===== config.mk =====
export PLATFORM = sky130hd
export DESIGN_NAME = imc_fifo
export DESIGN_NICKNAME = d
export VERILOG_FILES = /design/src/rtl/imc_fifo.sv
export SDC_FILE = /design/constraint.sdc
export NUM_CORES = 1
export LEC_CHECK = 0
export ABC_AREA = 1
export CAP_MARGIN = 20
export CELL_PAD_IN_SITES_DETAIL_PLACEMENT = 0
export CELL_PAD_IN_SITES_GLOBAL_PLACEMENT = 1
export CORE_MARGIN = 2
export CORE_UTILIZATION = 35
export DETAILED_ROUTE_END_ITERATION = 6
export DONT_BUFFER_PORTS = 1
export PLACE_DENSITY_LB_ADDON = 0.05
export SLEW_MARGIN = 20
export SYNTH_ARGS = -nofsm -noshare
export SYNTH_HDL_FRONTEND = slang
export SYNTH_SLANG_ARGS = --single-unit

===== constraint.sdc =====
create_clock -name clk_i -period 1.9 [get_ports clk_i]
set_clock_uncertainty 0.2 [all_clocks]
set_input_delay 0.38 -clock clk_i [delete_from_list [all_inputs] [get_ports clk_i]]
set_output_delay 0.38 -clock clk_i [all_outputs]
set_load 0.02 [all_outputs]

===== src/rtl/imc_fifo.sv =====
// Two-entry queue between the classifying front and the memory back end.
`timescale 1ns / 1ps
module imc_fifo #(
  parameter int W = 8
) (
  input  logic         clk_i,
  input  logic         rst_ni,
  input  logic         push_i,
  input  logic [W-1:0] wdata_i,
  output logic         full_o,
  input  logic         pop_i,
  output logic [W-1:0] rdata_o,
  output logic         empty_o
);
  logic [W-1:0] mem_q [2];
  logic         wr_ptr_q, rd_ptr_q;
  logic [1:0]   cnt_q;
  logic         do_push, do_pop;

  assign full_o  = (cnt_q == 2'd2);
  assign empty_o = (cnt_q == 2'd0);
  assign do_push = push_i && !full_o;
  assign do_pop  = pop_i && !empty_o;
  assign rdata_o = mem_q[rd_ptr_q];

  always_ff @(posedge clk_i) begin
    if (do_push) begin
      mem_q[wr_ptr_q] <= wdata_i;
    end
  end

  always_ff @(posedge clk_i or negedge rst_ni) begin
    if (!rst_ni) begin
      wr_ptr_q <= 1'b0;
      rd_ptr_q <= 1'b0;
      cnt_q    <= 2'd0;
    end else begin
      if (do_push) wr_ptr_q <= ~wr_ptr_q;
      if (do_pop) rd_ptr_q <= ~rd_ptr_q;
      case ({do_push, do_pop})
        2'b10:   cnt_q <= cnt_q + 2'd1;
        2'b01:   cnt_q <= cnt_q - 2'd1;
        default: cnt_q <= cnt_q;
      endcase
    end
  end
endmodule


==> results.md, run 1 <==
- Outcome: completed
- Distinct cells, synth: 14
- Relative slew margins: 0.786
- Type of origin of the critical path: flip-flop
- Pre-Repair DR Iteration Count: 4
- DRC Markers: 0
- Count of state elements after synthesis: 20
- Arr. time, crit path: 1.17 ns
- Clock Sinks: 20
- Worst Hold Class: primary input to flip-flop
- CP bufs+invs: 1
- Worst slack, placed: 0.296 ns
- Setup TNS: 0 ns
- Worst path required time: 1.32 ns
- Syn Inst Count: 74
- Crit path max-delay family: flip-flops
- Worst-Margin Slew: ~0.32 ns
- Synth-to-layout area growth: 19.3%
- Dpl hpwl: about 900 um
- RSZ-0062 raised after global routing: false
- Reported leakage power: 0.427 nW
- CP peak stage delay: 0.51 ns
- Diode count: 0
- Vias in the first global route: 494
- Routability cong.: 0.639
- Routed wire length: roughly 1300 um
- Final setup violation count: 0
- Die X: 52.3 um
- Footprint of the multi-input gates: 194 sq um
- CP Cell Sequence: inv_4, nand2_1, nand2_1
- Largest net degree at the start of global routing: 12
- Post-synth top cells: nand2_1, edfxtp_1, inv_1
- Register area share after synthesis: 0.711
- Main area contributors after synthesis: edfxtp_1, nand2_1, dfrtp_1
- Hold Vio Cnt, Final: 0
- Warnings from Yosys: 0
- Slew Viols, Final: 0
- Root buffer selected by CTS: clkbuf_4
- Initial Util: 0.369
- Top-area cell type share of the netlist area: 0.588
- Row count: 17
- Setup bufs post-CTS: 0
- Nets: roughly 100
- I/O pin total: 22
- DR WL/cell: 11.2 um
- Cell with the most instances after synthesis: nand2_1
- Most used cell along the critical path: nand2_1
- Max IR drop VDD: 0.000650 V
- Minimum clock period: 1.75 ns
- DRT antenna net count: 0
- Number of max-cap violations: 0
- Peak fanout along the critical path: 10
- Clock slew at reported path FFs: roughly 0.10 ns
- Initial antenna violation count: 0
- Worst path slowest cell: dfrtp_2
- Fill cells: 228
- Iter 0 DRT Violations: 18
- Met2 global-route usage: 0.200
- Reg2reg setup slack: around 0.28 ns
- CP Capture Type: output port
- Final Core Density: 0.441
- Power Dens Cells: 1460 nW/um^2
- Max Clk Rate: between 0.5 and 0.6 GHz
- CTS H-tree lvls: 1
- Via count: between 500 and 600
- Tot GR Track Use: 0.114
- CTS tree: done
- Critical path type: flip-flop to output port
- Syn Area/Cell: ~11 sq um
- Post-Syn Area: 817 sq um
- Reg area: 582 sq um
- Cts bufs inserted: 3
- M3 GR Usage: 0.0286
- Die Area: about 2700 sq um
- Most Used Layer, Global Route: met2
- Clk buf depth: 2
- Largest family of logic cells by synthesized area: simple AND/OR/NAND/NOR gates
- Post-synth ARST share: 0.200
- Global-route wire length before repair: 2170 um
- Post-synthesis mux area share: 0
- Clk_lat worst skew: roughly 0.28 ns
- Vias/cell: 4.43
- Adder-Cell Fraction of Synth Area: 0.0153
- Area leader, netlist: edfxtp_1
- Die Ht: 52.3 um
- Final cycle utilization of the critical path: 0.920
- Core Area: between 2000 and 2500 sq um
- Post-synthesis compound-gate area fraction: 0.0107
- Grt ovf: 0
- Share of cells above drive strength 1: 0.138
- Synth Net Count: 87
- Post-synth EDFFs: 16
- Main synth FF type: edfxtp_1
- XOR/XNOR share of the synthesized area: 0.0107
- Final worst slack: 0.152 ns
- Simple-Gate Fraction of Synth Area: 0.201
- Met1 usage: 0.125
- I/O Buffers: 0
-- repair_timing --
item / CTS / global route
endpoints found under the setup margin: 0 / 8
endpoints found under the hold margin: 20 / 0
resized for setup: 0 / 2
hold buffers: 9 / 0
-- per-layer routing --
metal  vias up  wire length [um]
met5         -                 0
met4         0                16
met3         2                67
met2        12               640
met1       230               560
li1        265                 -
-- stage by stage --
stage          instance area [sq um]  instances  hold slack [ns]  total power, mW
2_1_floorplan                    817         74           -0.116             1.14
3_3_place_gp                     855        102           -0.116             1.23
3_5_place_dp                     855        102           -0.115             1.23
4_1_cts                          971        115           0.0106             1.44
5_1_grt                          975        115           0.0242             1.54
6_report                         975        115           0.0228             1.42
-- path summary, 6_finish.rpt --
check	startpoint	end	cells after the start
worst min register to register	wr_ptr_q	wr_ptr_q	2
min in group asynchronous	rst_ni	wr_ptr_q	1
worst max-delay path	rd_ptr_q	rdata_o[1]	3
max in group asynchronous	rst_ni	rd_ptr_q	1
worst max register to register	cnt_q[1]	cnt_q[1]	9
worst min-delay path	pop_i	rd_ptr_q	2
-- area by class of cell --
type	instances	area share
clock buffer	3	0.0231
clock inverter	1	0.00385
inverter	10	0.0411
multi-input combinational	43	0.199
sequential	20	0.597
tap	28	0.0359
timing repair buffer	10	0.100
-- worst reg2reg max path, cell delays in order (launching register included) --
cell	delay (ns)
dfrtp_1	0.39
inv_1	0.15
nand2_2	0.09
nand2_2	0.07
inv_1	0.04
ha_1	0.31
inv_1	0.08
nand3_1	0.07
nand2_1	0.06
nand2_1	0.04
-- power breakdown --
part           switching, mW  total (mW)  leakage, nW  internal [mW]
logic                  0.397       0.541        0.216          0.144
registers             0.0838       0.694        0.196          0.611
clock network          0.113       0.189       0.0154         0.0762
total                  0.593        1.42        0.427          0.831
-- registers in the layout, indices dropped and copies added, names as in the netlist --
register,count
mem_q,16
rd_ptr_q,1
cnt_q,2
wr_ptr_q,1
-- cell families (layout without fill, tap and decap cells) --
group,Yosys count,after routing
xor gates and xnor gates,1,1
and+or+nand+nor,40,40
AOI/OAI and AO/OA,1,1
DFF,20,20
adders and majority gates,1,1
buffers and inverters,11,24
-- cell usage in the layout (no fill, tap or decap) --
master         synthesis  final
nand2_2                2      2
inv_2                  3      2
dfrtp_2                0      1
nor2_2                 1      1
dfrtp_1                4      3
clkinv_1               0      1
nand3_1                3      3
xnor2_1                1      1
inv_4                  0      1
o21ai_2                1      1
nand4_1                1      1
ha_1                   1      1
buf_4                  0      1
dlygate4sd3_1          0      9
inv_1                  7      7
nor2_1                 1      1
clkbuf_4               0      3
nand2_1               32     32
edfxtp_1              16     16
Note: power is estimated with default switching activity, not from simulation.
==> run 2: changes to the inputs <==
--- a/config.mk
+++ b/config.mk
@@ -13,6 +13,7 @@
 export CORE_UTILIZATION = 35
 export DETAILED_ROUTE_END_ITERATION = 6
 export DONT_BUFFER_PORTS = 1
+export GPL_TIMING_DRIVEN = 0
 export PLACE_DENSITY_LB_ADDON = 0.05
 export SLEW_MARGIN = 20
 export SYNTH_ARGS = -nofsm -noshare
==> results.md, run 2 (same netlist as run 1, synthesis figures left out) <==
- Type of origin of the critical path: flip-flop
- Diode count: 0
- Pre-Repair DR Iteration Count: 2
- Initial antenna violation count: 0
- CP Cell Sequence: buf_2, inv_4, nand2_1, nand2_1
- CP bufs+invs: 2
- Peak fanout along the critical path: 10
- Die Area: ~2700 sq um
- Reported leakage power: 0.427 nW
- Worst-Margin Slew: 0.726 ns
- DRC Markers: 0
- Largest net degree at the start of global routing: 12
- Worst Reg-to-Reg Cells: 3
- Fin Hold WS: 0.0202 ns
- Largest register FFs: 16
- Setup TNS: 0 ns
- Core Area: between 2000 and 2500 sq um
- Die Ht: 52.3 um
- CP peak stage delay: approximately 0.37 ns
- Max IR drop VDD: 0.000688 V
- CP Capture Type: output port
- Global-route wire length before repair: between 2000 and 2500 um
- RSZ-0062 raised after global routing: false
- Top Registers: mem_q x16, cnt_q x2
- Most common cell after layout, fill and taps aside: nand2_1
- Synth-to-layout area growth: 20.1%
- Routability cong.: 0.604
- I/O pin total: 22
- Initial Util: 0.369
- CTS H-tree lvls: 1
- Worst path required time: between 1 and 1.5 ns
- Nets: 101
- I/O Buffers: 0
- DRT antenna net count: 0
- Arr. time, crit path: 1.20 ns
- Hold Vio Cnt, Final: 0
- Grt ovf: 0
- Final cycle utilization of the critical path: 0.935
- Via count: 508
- Crit path max-delay family: flip-flops
- Max Clk Rate: 0.563 GHz
- Worst Hold Depth: 2
- Iter 0 DRT Violations: 6
- Outcome: completed
- Critical path type: flip-flop to output port
- Dpl hpwl: 890 um
- Root buffer selected by CTS: clkbuf_4
- CTS tree: done
- Share of cells above drive strength 1: 0.172
- Minimum clock period: 1.78 ns
- Clock slew at reported path FFs: 0.10 ns
- Routed wire length: 1240 um
- Reg2reg start: cnt_q[1]
- Clock Sinks: 20
- Number of max-cap violations: 0
- Worst Hold Class: primary input to flip-flop
- Footprint of the multi-input gates: 204 sq um
- Tot GR Track Use: 0.109
- Slew Viols, Final: 0
- Most frequent cells in the layout: nand2_1, edfxtp_1, dlygate4sd3_1
- Worst r2r dst: mem_q[1][5]
- Clk_lat worst skew: about 0.29 ns
- Reg2reg setup slack: 0.15 ns
- Power Dens Cells: 1470 nW/um^2
- Crit path from: rd_ptr_q
- WHS Endpoint: rd_ptr_q
- Vias in the first global route: between 400 and 500
- Reg area: 581 sq um
- DR WL/cell: 10.8 um
- Row count: 17
- Top reg by flops: mem_q
- Final setup violation count: 0
- Relative slew margins: 0.514
- Cts bufs inserted: 3
- Fill cells: between 200 and 250
- Most used cell along the critical path: nand2_1
- Worst path slowest cell: dfrtp_1
- Vias/cell: around 4.4
- Critical path depth: 4
- Die X: 52.3 um
- Hold Path Origin: pop_i
- Clk buf depth: 2
## run 2: worst max-delay path by stage
| stage | slack, ns | to |
|---|---|---|
| 3_5_place_dp | 0.15 | mem_q[1][3] |
| 5_1_grt | 0.008 | mem_q[1][0] |
| 2_1_floorplan | 0.39 | mem_q[1][0] |
| 6_report | 0.12 | rdata_o[2] |
| 4_1_cts | 0.02 | rdata_o[1] |
| 3_3_place_gp | 0.15 | mem_q[1][3] |
## run 2: worst register-to-register path, stage by stage, from the launching register on
cell	delay (ns)
dfrtp_1	0.39
inv_1	0.15
o21ai_2	0.09
nor2_1	0.57
## run 2: power by group
group	internal, mW	total [mW]	switching (mW)
combinational	0.151	0.588	0.437
sequential	0.609	0.655	0.0462
clock	0.0764	0.199	0.123
total	0.837	1.44	0.606
## run 2: cell type report
class | count | share of cell area
flip-flops and latches | 20 | 0.592
multi-input cells | 43 | 0.208
repair buffers | 9 | 0.0918
inverters | 10 | 0.0408
well taps | 28 | 0.0357
clock buffers | 3 | 0.0230
plain buffers | 1 | 0.00510
clock inverters | 1 | 0.00383
## run 2: metrics by stage
step	total power, mW	setup slack [ns]	instances	utilization	instance area [sq um]
global placement	1.23	0.151	102	0.385	852
detailed placement	1.23	0.153	102	0.385	852
global route	1.55	0.00791	115	0.443	981
finish	1.44	0.124	115	0.443	981
CTS	1.44	0.0249	115	0.438	968
floorplan	1.14	0.391	74	-	817
## run 2: layer usage
layer | vias up | GRT usage | part of all wire
li1 | 265 | - | -
met1 | 225 | 0.119 | 0.43
met2 | 14 | 0.175 | 0.48
met3 | 4 | 0.0286 | 0.060
met4 | 0 | 0.0897 | 0.026
met5 | - | 0 | 0
## run 2: repair_timing
action / CTS / global route
endpoints found under the setup margin: 0 / 8
hold buffers: 9 / 0
setup buffers: 0 / 0
endpoints found under the hold margin: 20 / 0
gates resized for setup: 0 / 5
