===== config.mk =====
export PLATFORM = sky130hd
export DESIGN_NAME = imc_front_flat
export DESIGN_NICKNAME = d
export VERILOG_FILES = /design/src/rtl/imc_pkg.sv /design/src/rtl/imc_chan_if.sv /design/src/rtl/imc_front.sv /design/src/flat_wrapper.sv
export SDC_FILE = /design/constraint.sdc
export NUM_CORES = 1
export LEC_CHECK = 0
export BUFFER_PORTS_ARGS = -buffer_cell sky130_fd_sc_hd__buf_4
export CAP_MARGIN = 0
export CORE_AREA = 3 3 80 44
export DETAILED_ROUTE_END_ITERATION = 10
export DIE_AREA = 0 0 83 47
export PLACE_DENSITY = 0.71
export SLEW_MARGIN = 30
export SYNTH_ARGS = -nofsm -noshare
export SYNTH_HDL_FRONTEND = slang
export SYNTH_SLANG_ARGS = --single-unit

===== constraint.sdc =====
create_clock -name clk_i -period 1.65 [get_ports clk_i]
set_input_delay 0.165 -clock clk_i [delete_from_list [all_inputs] [get_ports clk_i]]
set_output_delay 0.165 -clock clk_i [all_outputs]
set_load 0.005 [all_outputs]

===== src/rtl/imc_pkg.sv =====
// Package with the types, codes and constants of the im2col/col2im engine.
`timescale 1ns / 1ps
package imc_pkg;

  localparam int PLANES_DEF     = 4;
  localparam int IMG_DIM_DEF    = 32;
  localparam int MAX_KERNEL_DEF = 7;

  localparam int ADDR_MAX_W = 22;
  localparam int CFG_W      = 6;
  localparam int CFG_IDX_W  = 4;
  localparam int DIV_W      = 12;

  localparam logic [CFG_IDX_W-1:0] CFG_KERN_ROWS    = 4'd0;
  localparam logic [CFG_IDX_W-1:0] CFG_KERN_COLS    = 4'd1;
  localparam logic [CFG_IDX_W-1:0] CFG_STEP_ROWS    = 4'd2;
  localparam logic [CFG_IDX_W-1:0] CFG_STEP_COLS    = 4'd3;
  localparam logic [CFG_IDX_W-1:0] CFG_MARGIN_ROWS  = 4'd4;
  localparam logic [CFG_IDX_W-1:0] CFG_MARGIN_COLS  = 4'd5;
  localparam logic [CFG_IDX_W-1:0] CFG_IMAGE_HEIGHT = 4'd6;
  localparam logic [CFG_IDX_W-1:0] CFG_IMAGE_WIDTH  = 4'd7;

  typedef enum logic [1:0] {
    ACT_WRITE = 2'd0,
    ACT_READ  = 2'd1,
    ACT_FETCH = 2'd2,
    ACT_ACC   = 2'd3
  } action_e;

  typedef enum logic [1:0] {
    ST_OK    = 2'd0,
    ST_PAD   = 2'd1,
    ST_RANGE = 2'd2
  } status_e;

  typedef enum logic [1:0] {
    OP_NONE  = 2'd0,
    OP_WRITE = 2'd1,
    OP_READ  = 2'd2,
    OP_ACC   = 2'd3
  } op_e;

  typedef struct packed {
    logic [1:0]         action;
    logic [1:0]         plane;
    logic [4:0]         pixel_row;
    logic [4:0]         pixel_col;
    logic [7:0]         column_row;
    logic [11:0]        column_pos;
    logic signed [31:0] value;
  } in_req_t;

  typedef struct packed {
    logic signed [31:0] data;
    logic [1:0]         status;
  } out_rsp_t;

  typedef struct packed {
    logic [2:0] kern_rows;
    logic [2:0] kern_cols;
    logic [3:0] step_rows;
    logic [3:0] step_cols;
    logic [2:0] margin_rows;
    logic [2:0] margin_cols;
    logic [5:0] image_height;
    logic [5:0] image_width;
  } cfg_t;

  typedef struct packed {
    op_e                   op;
    logic [ADDR_MAX_W-1:0] addr;
    logic [31:0]           value;
    logic [1:0]            status;
  } op_t;

endpackage


===== src/rtl/imc_chan_if.sv =====
// Valid/ready channel interface carrying one payload of a parameter type.
`timescale 1ns / 1ps
interface imc_chan_if #(
  parameter type payload_t = logic
);
  logic     valid;
  logic     ready;
  payload_t payload;

  modport source (output valid, output payload, input ready);
  modport sink (input valid, input payload, output ready);
endinterface


===== src/rtl/imc_front.sv =====
// Front end: accepts requests, decodes column coordinates and forms store operations.
`timescale 1ns / 1ps
module imc_front #(
  parameter int PLANES     = imc_pkg::PLANES_DEF,
  parameter int IMG_DIM    = imc_pkg::IMG_DIM_DEF,
  parameter int MAX_KERNEL = imc_pkg::MAX_KERNEL_DEF
) (
  input  logic          clk_i,
  input  logic          rst_ni,
  input  imc_pkg::cfg_t cfg_i,
  input  logic          enable_i,
  imc_chan_if.sink      req_i,
  output logic          op_valid_o,
  output imc_pkg::op_t  op_o,
  input  logic          op_ready_i
);
  import imc_pkg::*;

  typedef enum logic [8:0] {
    F_IDLE     = 9'b000000001,
    F_CLASSIFY = 9'b000000010,
    F_DIV_OW   = 9'b000000100,
    F_DIV_OH   = 9'b000001000,
    F_DIV_P    = 9'b000010000,
    F_DIV_KR   = 9'b000100000,
    F_DIV_Y    = 9'b001000000,
    F_CALC     = 9'b010000000,
    F_PUSH     = 9'b100000000
  } fstate_e;

  fstate_e          state_q;
  in_req_t          req_q;
  op_t              op_q;
  logic [6:0]       ow_q, oh_q;
  logic [7:0]       p_q;
  logic [2:0]       kr_q, kc_q;
  logic [DIV_W-1:0] dnum_q, dquo_q;
  logic [7:0]       dden_q;
  logic [DIV_W:0]   drem_q;
  logic [3:0]       dcnt_q;

  logic [DIV_W:0]   rem_sh, rem_nx;
  logic             take;
  logic             usable;
  logic [7:0]       padded_h, padded_w;
  logic [5:0]       area;
  logic             pix_ok;
  logic [31:0]      pix_addr, col_addr;
  logic [13:0]      num_pos;
  logic [10:0]      ymul, xmul;
  logic signed [13:0] iy, ix;
  logic             in_pad;
  action_e          act;

  assign act = action_e'(req_q.action);

  assign rem_sh = {drem_q[DIV_W-1:0], dnum_q[DIV_W-1]};
  assign take   = rem_sh >= {5'd0, dden_q};
  assign rem_nx = take ? rem_sh - {5'd0, dden_q} : rem_sh;

  assign usable = cfg_i.kern_rows != 3'd0 && 32'(cfg_i.kern_rows) <= MAX_KERNEL &&
                  cfg_i.kern_cols != 3'd0 && 32'(cfg_i.kern_cols) <= MAX_KERNEL &&
                  cfg_i.step_rows != 4'd0 && cfg_i.step_cols != 4'd0 &&
                  cfg_i.image_height != 6'd0 && 32'(cfg_i.image_height) <= IMG_DIM &&
                  cfg_i.image_width != 6'd0 && 32'(cfg_i.image_width) <= IMG_DIM;

  assign padded_h = 8'(cfg_i.image_height) + {4'd0, cfg_i.margin_rows, 1'b0};
  assign padded_w = 8'(cfg_i.image_width) + {4'd0, cfg_i.margin_cols, 1'b0};
  assign area     = cfg_i.kern_rows * cfg_i.kern_cols;

  assign pix_ok   = 32'(req_q.plane) < PLANES &&
                    {1'b0, req_q.pixel_row} < cfg_i.image_height &&
                    {1'b0, req_q.pixel_col} < cfg_i.image_width;
  assign pix_addr = 32'(req_q.plane) * 32'(IMG_DIM * IMG_DIM) +
                    32'(req_q.pixel_row) * 32'(IMG_DIM) + 32'(req_q.pixel_col);

  assign num_pos = oh_q * ow_q;

  assign ymul   = dquo_q[6:0] * cfg_i.step_rows;
  assign xmul   = drem_q[6:0] * cfg_i.step_cols;
  assign iy     = $signed({3'd0, ymul}) + $signed({11'd0, kr_q}) -
                  $signed({11'd0, cfg_i.margin_rows});
  assign ix     = $signed({3'd0, xmul}) + $signed({11'd0, kc_q}) -
                  $signed({11'd0, cfg_i.margin_cols});
  assign in_pad = iy < 0 || iy >= $signed({8'd0, cfg_i.image_height}) ||
                  ix < 0 || ix >= $signed({8'd0, cfg_i.image_width});
  assign col_addr = 32'(p_q) * 32'(IMG_DIM * IMG_DIM) +
                    32'(iy[12:0]) * 32'(IMG_DIM) + 32'(ix[12:0]);

  assign req_i.ready = (state_q == F_IDLE) && enable_i;
  assign op_valid_o  = (state_q == F_PUSH);
  assign op_o        = op_q;

  always_ff @(posedge clk_i or negedge rst_ni) begin
    if (!rst_ni) begin
      state_q <= F_IDLE;
      req_q   <= '0;
      op_q    <= '0;
      ow_q    <= '0;
      oh_q    <= '0;
      p_q     <= '0;
      kr_q    <= '0;
      kc_q    <= '0;
      dnum_q  <= '0;
      dden_q  <= '0;
      dquo_q  <= '0;
      drem_q  <= '0;
      dcnt_q  <= '0;
    end else begin
      if (dcnt_q != 4'd0) begin
        dnum_q <= {dnum_q[DIV_W-2:0], 1'b0};
        drem_q <= rem_nx;
        dquo_q <= {dquo_q[DIV_W-2:0], take};
        dcnt_q <= dcnt_q - 4'd1;
      end
      case (state_q)
        F_IDLE: begin
          if (req_i.valid && req_i.ready) begin
            req_q   <= req_i.payload;
            state_q <= F_CLASSIFY;
          end
        end
        F_CLASSIFY: begin
          op_q.value <= req_q.value;
          op_q.addr  <= pix_addr[ADDR_MAX_W-1:0];
          if (!usable) begin
            op_q.op     <= OP_NONE;
            op_q.status <= ST_RANGE;
            state_q     <= F_PUSH;
          end else if (act == ACT_WRITE || act == ACT_READ) begin
            if (pix_ok) begin
              op_q.op     <= (act == ACT_WRITE) ? OP_WRITE : OP_READ;
              op_q.status <= ST_OK;
            end else begin
              op_q.op     <= OP_NONE;
              op_q.status <= ST_RANGE;
            end
            state_q <= F_PUSH;
          end else if (padded_w < 8'(cfg_i.kern_cols) ||
                       padded_h < 8'(cfg_i.kern_rows)) begin
            op_q.op     <= OP_NONE;
            op_q.status <= ST_RANGE;
            state_q     <= F_PUSH;
          end else begin
            op_q.op     <= OP_NONE;
            op_q.status <= ST_RANGE;
            dnum_q      <= DIV_W'(padded_w - 8'(cfg_i.kern_cols));
            dden_q      <= {4'd0, cfg_i.step_cols};
            dquo_q      <= '0;
            drem_q      <= '0;
            dcnt_q      <= 4'(DIV_W);
            state_q     <= F_DIV_OW;
          end
        end
        F_DIV_OW: begin
          if (dcnt_q == 4'd0) begin
            ow_q    <= dquo_q[6:0] + 7'd1;
            dnum_q  <= DIV_W'(padded_h - 8'(cfg_i.kern_rows));
            dden_q  <= {4'd0, cfg_i.step_rows};
            dquo_q  <= '0;
            drem_q  <= '0;
            dcnt_q  <= 4'(DIV_W);
            state_q <= F_DIV_OH;
          end
        end
        F_DIV_OH: begin
          if (dcnt_q == 4'd0) begin
            oh_q    <= dquo_q[6:0] + 7'd1;
            dnum_q  <= {4'd0, req_q.column_row};
            dden_q  <= {2'd0, area};
            dquo_q  <= '0;
            drem_q  <= '0;
            dcnt_q  <= 4'(DIV_W);
            state_q <= F_DIV_P;
          end
        end
        F_DIV_P: begin
          if (dcnt_q == 4'd0) begin
            p_q     <= dquo_q[7:0];
            dnum_q  <= DIV_W'(drem_q[7:0]);
            dden_q  <= {5'd0, cfg_i.kern_cols};
            dquo_q  <= '0;
            drem_q  <= '0;
            dcnt_q  <= 4'(DIV_W);
            state_q <= F_DIV_KR;
          end
        end
        F_DIV_KR: begin
          if (dcnt_q == 4'd0) begin
            kr_q <= dquo_q[2:0];
            kc_q <= drem_q[2:0];
            if (32'(p_q) >= PLANES || {2'd0, req_q.column_pos} >= num_pos) begin
              state_q <= F_PUSH;
            end else begin
              dnum_q  <= req_q.column_pos;
              dden_q  <= {1'b0, ow_q};
              dquo_q  <= '0;
              drem_q  <= '0;
              dcnt_q  <= 4'(DIV_W);
              state_q <= F_DIV_Y;
            end
          end
        end
        F_DIV_Y: begin
          if (dcnt_q == 4'd0) begin
            state_q <= F_CALC;
          end
        end
        F_CALC: begin
          op_q.addr <= col_addr[ADDR_MAX_W-1:0];
          if (in_pad) begin
            op_q.status <= ST_PAD;
          end else begin
            op_q.status <= ST_OK;
            op_q.op     <= (act == ACT_FETCH) ? OP_READ : OP_ACC;
          end
          state_q <= F_PUSH;
        end
        F_PUSH: begin
          if (op_ready_i) begin
            state_q <= F_IDLE;
          end
        end
        default: state_q <= F_IDLE;
      endcase
    end
  end
endmodule


===== src/flat_wrapper.sv =====
// flat-port wrapper written by rule: the top's interface ports become plain ports
module imc_front_flat import imc_pkg::*;
#(
  parameter int PLANES     = imc_pkg::PLANES_DEF,
  parameter int IMG_DIM    = imc_pkg::IMG_DIM_DEF,
  parameter int MAX_KERNEL = imc_pkg::MAX_KERNEL_DEF
)
  (clk_i, rst_ni, cfg_i, enable_i, op_valid_o, op_o, op_ready_i, req_i_valid, req_i_payload, req_i_ready);
  imc_chan_if req_i_i ();
  input  logic clk_i;
  input  logic rst_ni;
  input  imc_pkg::cfg_t cfg_i;
  input  logic enable_i;
  output logic op_valid_o;
  output imc_pkg::op_t op_o;
  input  logic op_ready_i;
  input wire logic [$bits(req_i_i.valid)-1:0] req_i_valid;
  input wire logic [$bits(req_i_i.payload)-1:0] req_i_payload;
  output wire logic [$bits(req_i_i.ready)-1:0] req_i_ready;
  assign req_i_i.valid = req_i_valid;
  assign req_i_i.payload = req_i_payload;
  assign req_i_ready = req_i_i.ready;
  imc_front #(.PLANES(PLANES), .IMG_DIM(IMG_DIM), .MAX_KERNEL(MAX_KERNEL)) u_core (.clk_i(clk_i), .rst_ni(rst_ni), .cfg_i(cfg_i), .enable_i(enable_i), .req_i(req_i_i), .op_valid_o(op_valid_o), .op_o(op_o), .op_ready_i(op_ready_i));
endmodule

==> flow_summary.json <==
{
  "fin_crit_sh_pct": 90.2,
  "core_area_um2": 2910,
  "yosysUniqueCellTypes": 24,
  "maxSlewViolCount": 0,
  "crit_type": "reg2reg",
  "io_buffers": 36,
  "nets": 170,
  "synth_area_per_cell_um2": 8.83,
  "die_y_um": 47,
  "grt_pass1_wl_mm": 1.93,
  "grt_pass1_vias": 453,
  "startpoint": "u_core.state_q[0]",
  "cp_cell_sequence": "nor3b_2, and3_1, mux2_2",
  "dieArea_um2": 3900,
  "area_growth_pct": 22.5,
  "netlist_area_um2": 795,
  "clock_skew_ns": 0.00315,
  "grtUsageTotal_pct": 6.54,
  "firstDrtPassIters": 3,
  "timing.rr.end": "u_core.req_q[0]",
  "outcome": "finished, final reports clean",
  "met2_length_um": 911,
  "via_per_inst": 3.33,
  "grt_antenna_before_repair": 0,
  "crit_required_ns": 1.76,
  "antenna_cells": 0,
  "critPathMaxStageDelay_ns": 0.55,
  "syn_inst": 90,
  "powerDensity_nw_per_um2": 666,
  "antenna_left": 0,
  "finalCriticalPeriod_ns": 1.49,
  "io_pins": 98,
  "worst_ir_drop_vdd_mv": 0.220,
  "setup_viol": 0,
  "dp_hpwl_mm": 1.38,
  "worstHoldPathCells": 2,
  "start_util_pct": 27.3,
  "yosysSeqAreaShare_pct": 22.2,
  "endpoint": "u_core.req_q[0]",
  "cap_violations": 0,
  "arrival_ns": 1.59,
  "gp_routability_congestion": 0.717,
  "vias": 570,
  "rsz0062_at_grt": "false",
  "grt-ovfl-total": 0,
  "wl_met3_um": 148,
  "reg2reg_from": "u_core.state_q[0]",
  "cts_tree": "built",
  "highest_layer": "met4",
  "synth_seq_cells": 7,
  "leakage_nw": 0.545,
  "htree_levels": 1,
  "grt_max_degree": 8,
  "critPathSlowestCell": "dfstp_2",
  "drt_iter0_markers": 7,
  "hold_viol_final": 0,
  "layout_setup_ws_ns": 0.161,
  "met1_length_um": 391,
  "wl_per_cell_um": 8.71,
  "setup.worst_path.start_class": "flop",
  "final.setup.tns_ns": 0,
  "clk_latency_ns": 0.22,
  "die_x_um": 83,
  "reg2reg_depth": 3,
  "place_worst_setup_slack_ns": 0.0328,
  "worst_setup_path_end_kind": "flop",
  "cts_buffers": 3,
  "drive_gt1_share_pct": 38.2,
  "fp-row-count": 14,
  "post-cts-setup-buffers": 0,
  "max_freq_mhz": 672,
  "r2r_setup_slack_ns": 0.16,
  "ys_warn_count": 0,
  "clock_sinks": 7,
  "cts.reportedPaths.clkPinSlew_ns": 0.04,
  "critPathMaxFanout": 4,
  "drc_errors": 0,
  "cts_buffer_depth": 2,
  "cts_root_buf": "clkbuf_8",
  "hold_path_class": "in2reg",
  "wl_mm": 1.49
}
[what timing repair did]
item	CTS	global route
endpoints found under the hold margin	7	0
setup endpoints to repair	0	1
resized for setup	0	1
hold buffers	1	0
[synth_stat cells (all sizes together)]
cell type,count,share of area (%)
nor2,3,2.7
mux2i,1,1.3
xnor2,2,2.2
inv,1,0.47
nor4,2,1.6
o41ai,1,1.1
a31oi,1,0.79
and2,1,0.79
nor3,2,1.3
and3,1,0.79
dfstp,1,3.3
a32o,1,1.3
dfrtp,6,19
or3b,1,1.1
mux2,1,1.4
conb,1,0.47
a21o,1,0.95
nor3b,3,3.5
buf,55,52
nand2,3,1.4
or4,2,2.8
[how the worst min path moves through the flow]
stage | from | endpoint
2_1_floorplan | rst_ni | u_core.op_o[1]
3_3_place_gp | rst_ni | u_core.op_o[1]
3_5_place_dp | rst_ni | u_core.op_o[1]
4_1_cts | req_i_payload | u_core.req_q[0]
5_1_grt | req_i_payload | u_core.req_q[0]
6_report | req_i_payload | u_core.req_q[0]
[cell type report]
class	instances	area, um^2
sequential	7	176
inverter	1	3.75
tap	40	50.0
fill	309	1930
clock buffer	3	41.3
multi-input combinational	81	409
clock inverter	1	5.00
timing repair buffer	38	288
[per-layer routing]
metal	vias up	global-route usage [%]
met4	0	6.84
li1	267	-
met3	4	1.23
met5	-	0
met2	36	14.2
met1	263	5.20
[stage by stage]
step	utilization (%)	cell area, um^2	hold slack [ns]	std cells	total power [mW]
6_report	33.5	973	0.182	171	0.648
3_5_place_dp	31.4	912	-0.0207	166	0.411
4_1_cts	33.3	968	0.178	171	0.653
3_3_place_gp	31.4	912	-0.0220	166	0.404
5_1_grt	33.5	973	0.172	171	0.693
2_1_floorplan	-	997	-0.131	144	0.393
[sequential cells by signal, indices dropped and copies added (netlist names)]
signal          flops
u_core.state_q      3
u_core.op_o         3
u_core.req_q        1
[power breakdown]
group / internal [mW] / switching [mW] / total, mW
clock: 0.163 / 0.0705 / 0.234
combinational: 0.106 / 0.0839 / 0.190
sequential: 0.206 / 0.0192 / 0.225
[critical path, delay by kind of cell, from the launching register on]
kind / cells / cell delay (ns)
flip-flops: 1 / 0.55
multiplexers: 1 / 0.35
AND/OR/NAND/NOR: 2 / 0.48
[cells in the final DEF (no fill, tap or decap), types with 2 or more instances in the layout]
master	netlist	layout
dfrtp_1	6	6
nor3b_2	1	2
nor4_1	2	2
xnor2_1	2	2
nand2_1	3	3
buf_4	55	37
conb_1	1	55
clkbuf_8	0	3
nor3_1	2	2
or4_4	2	2
[cell families after synthesis]
logic type / Yosys count / share of synthesized area (%)
buffers and inverters: 56 / 52.4
AND/OR/NAND/NOR: 18 / 15.9
flip-flops: 7 / 22.2
AO/OA/AOI/OAI: 4 / 4.10
XOR/XNOR: 2 / 2.21
multiplexers: 2 / 2.68
other: 1 / 0.472
(Power assumes the default switching activity.)
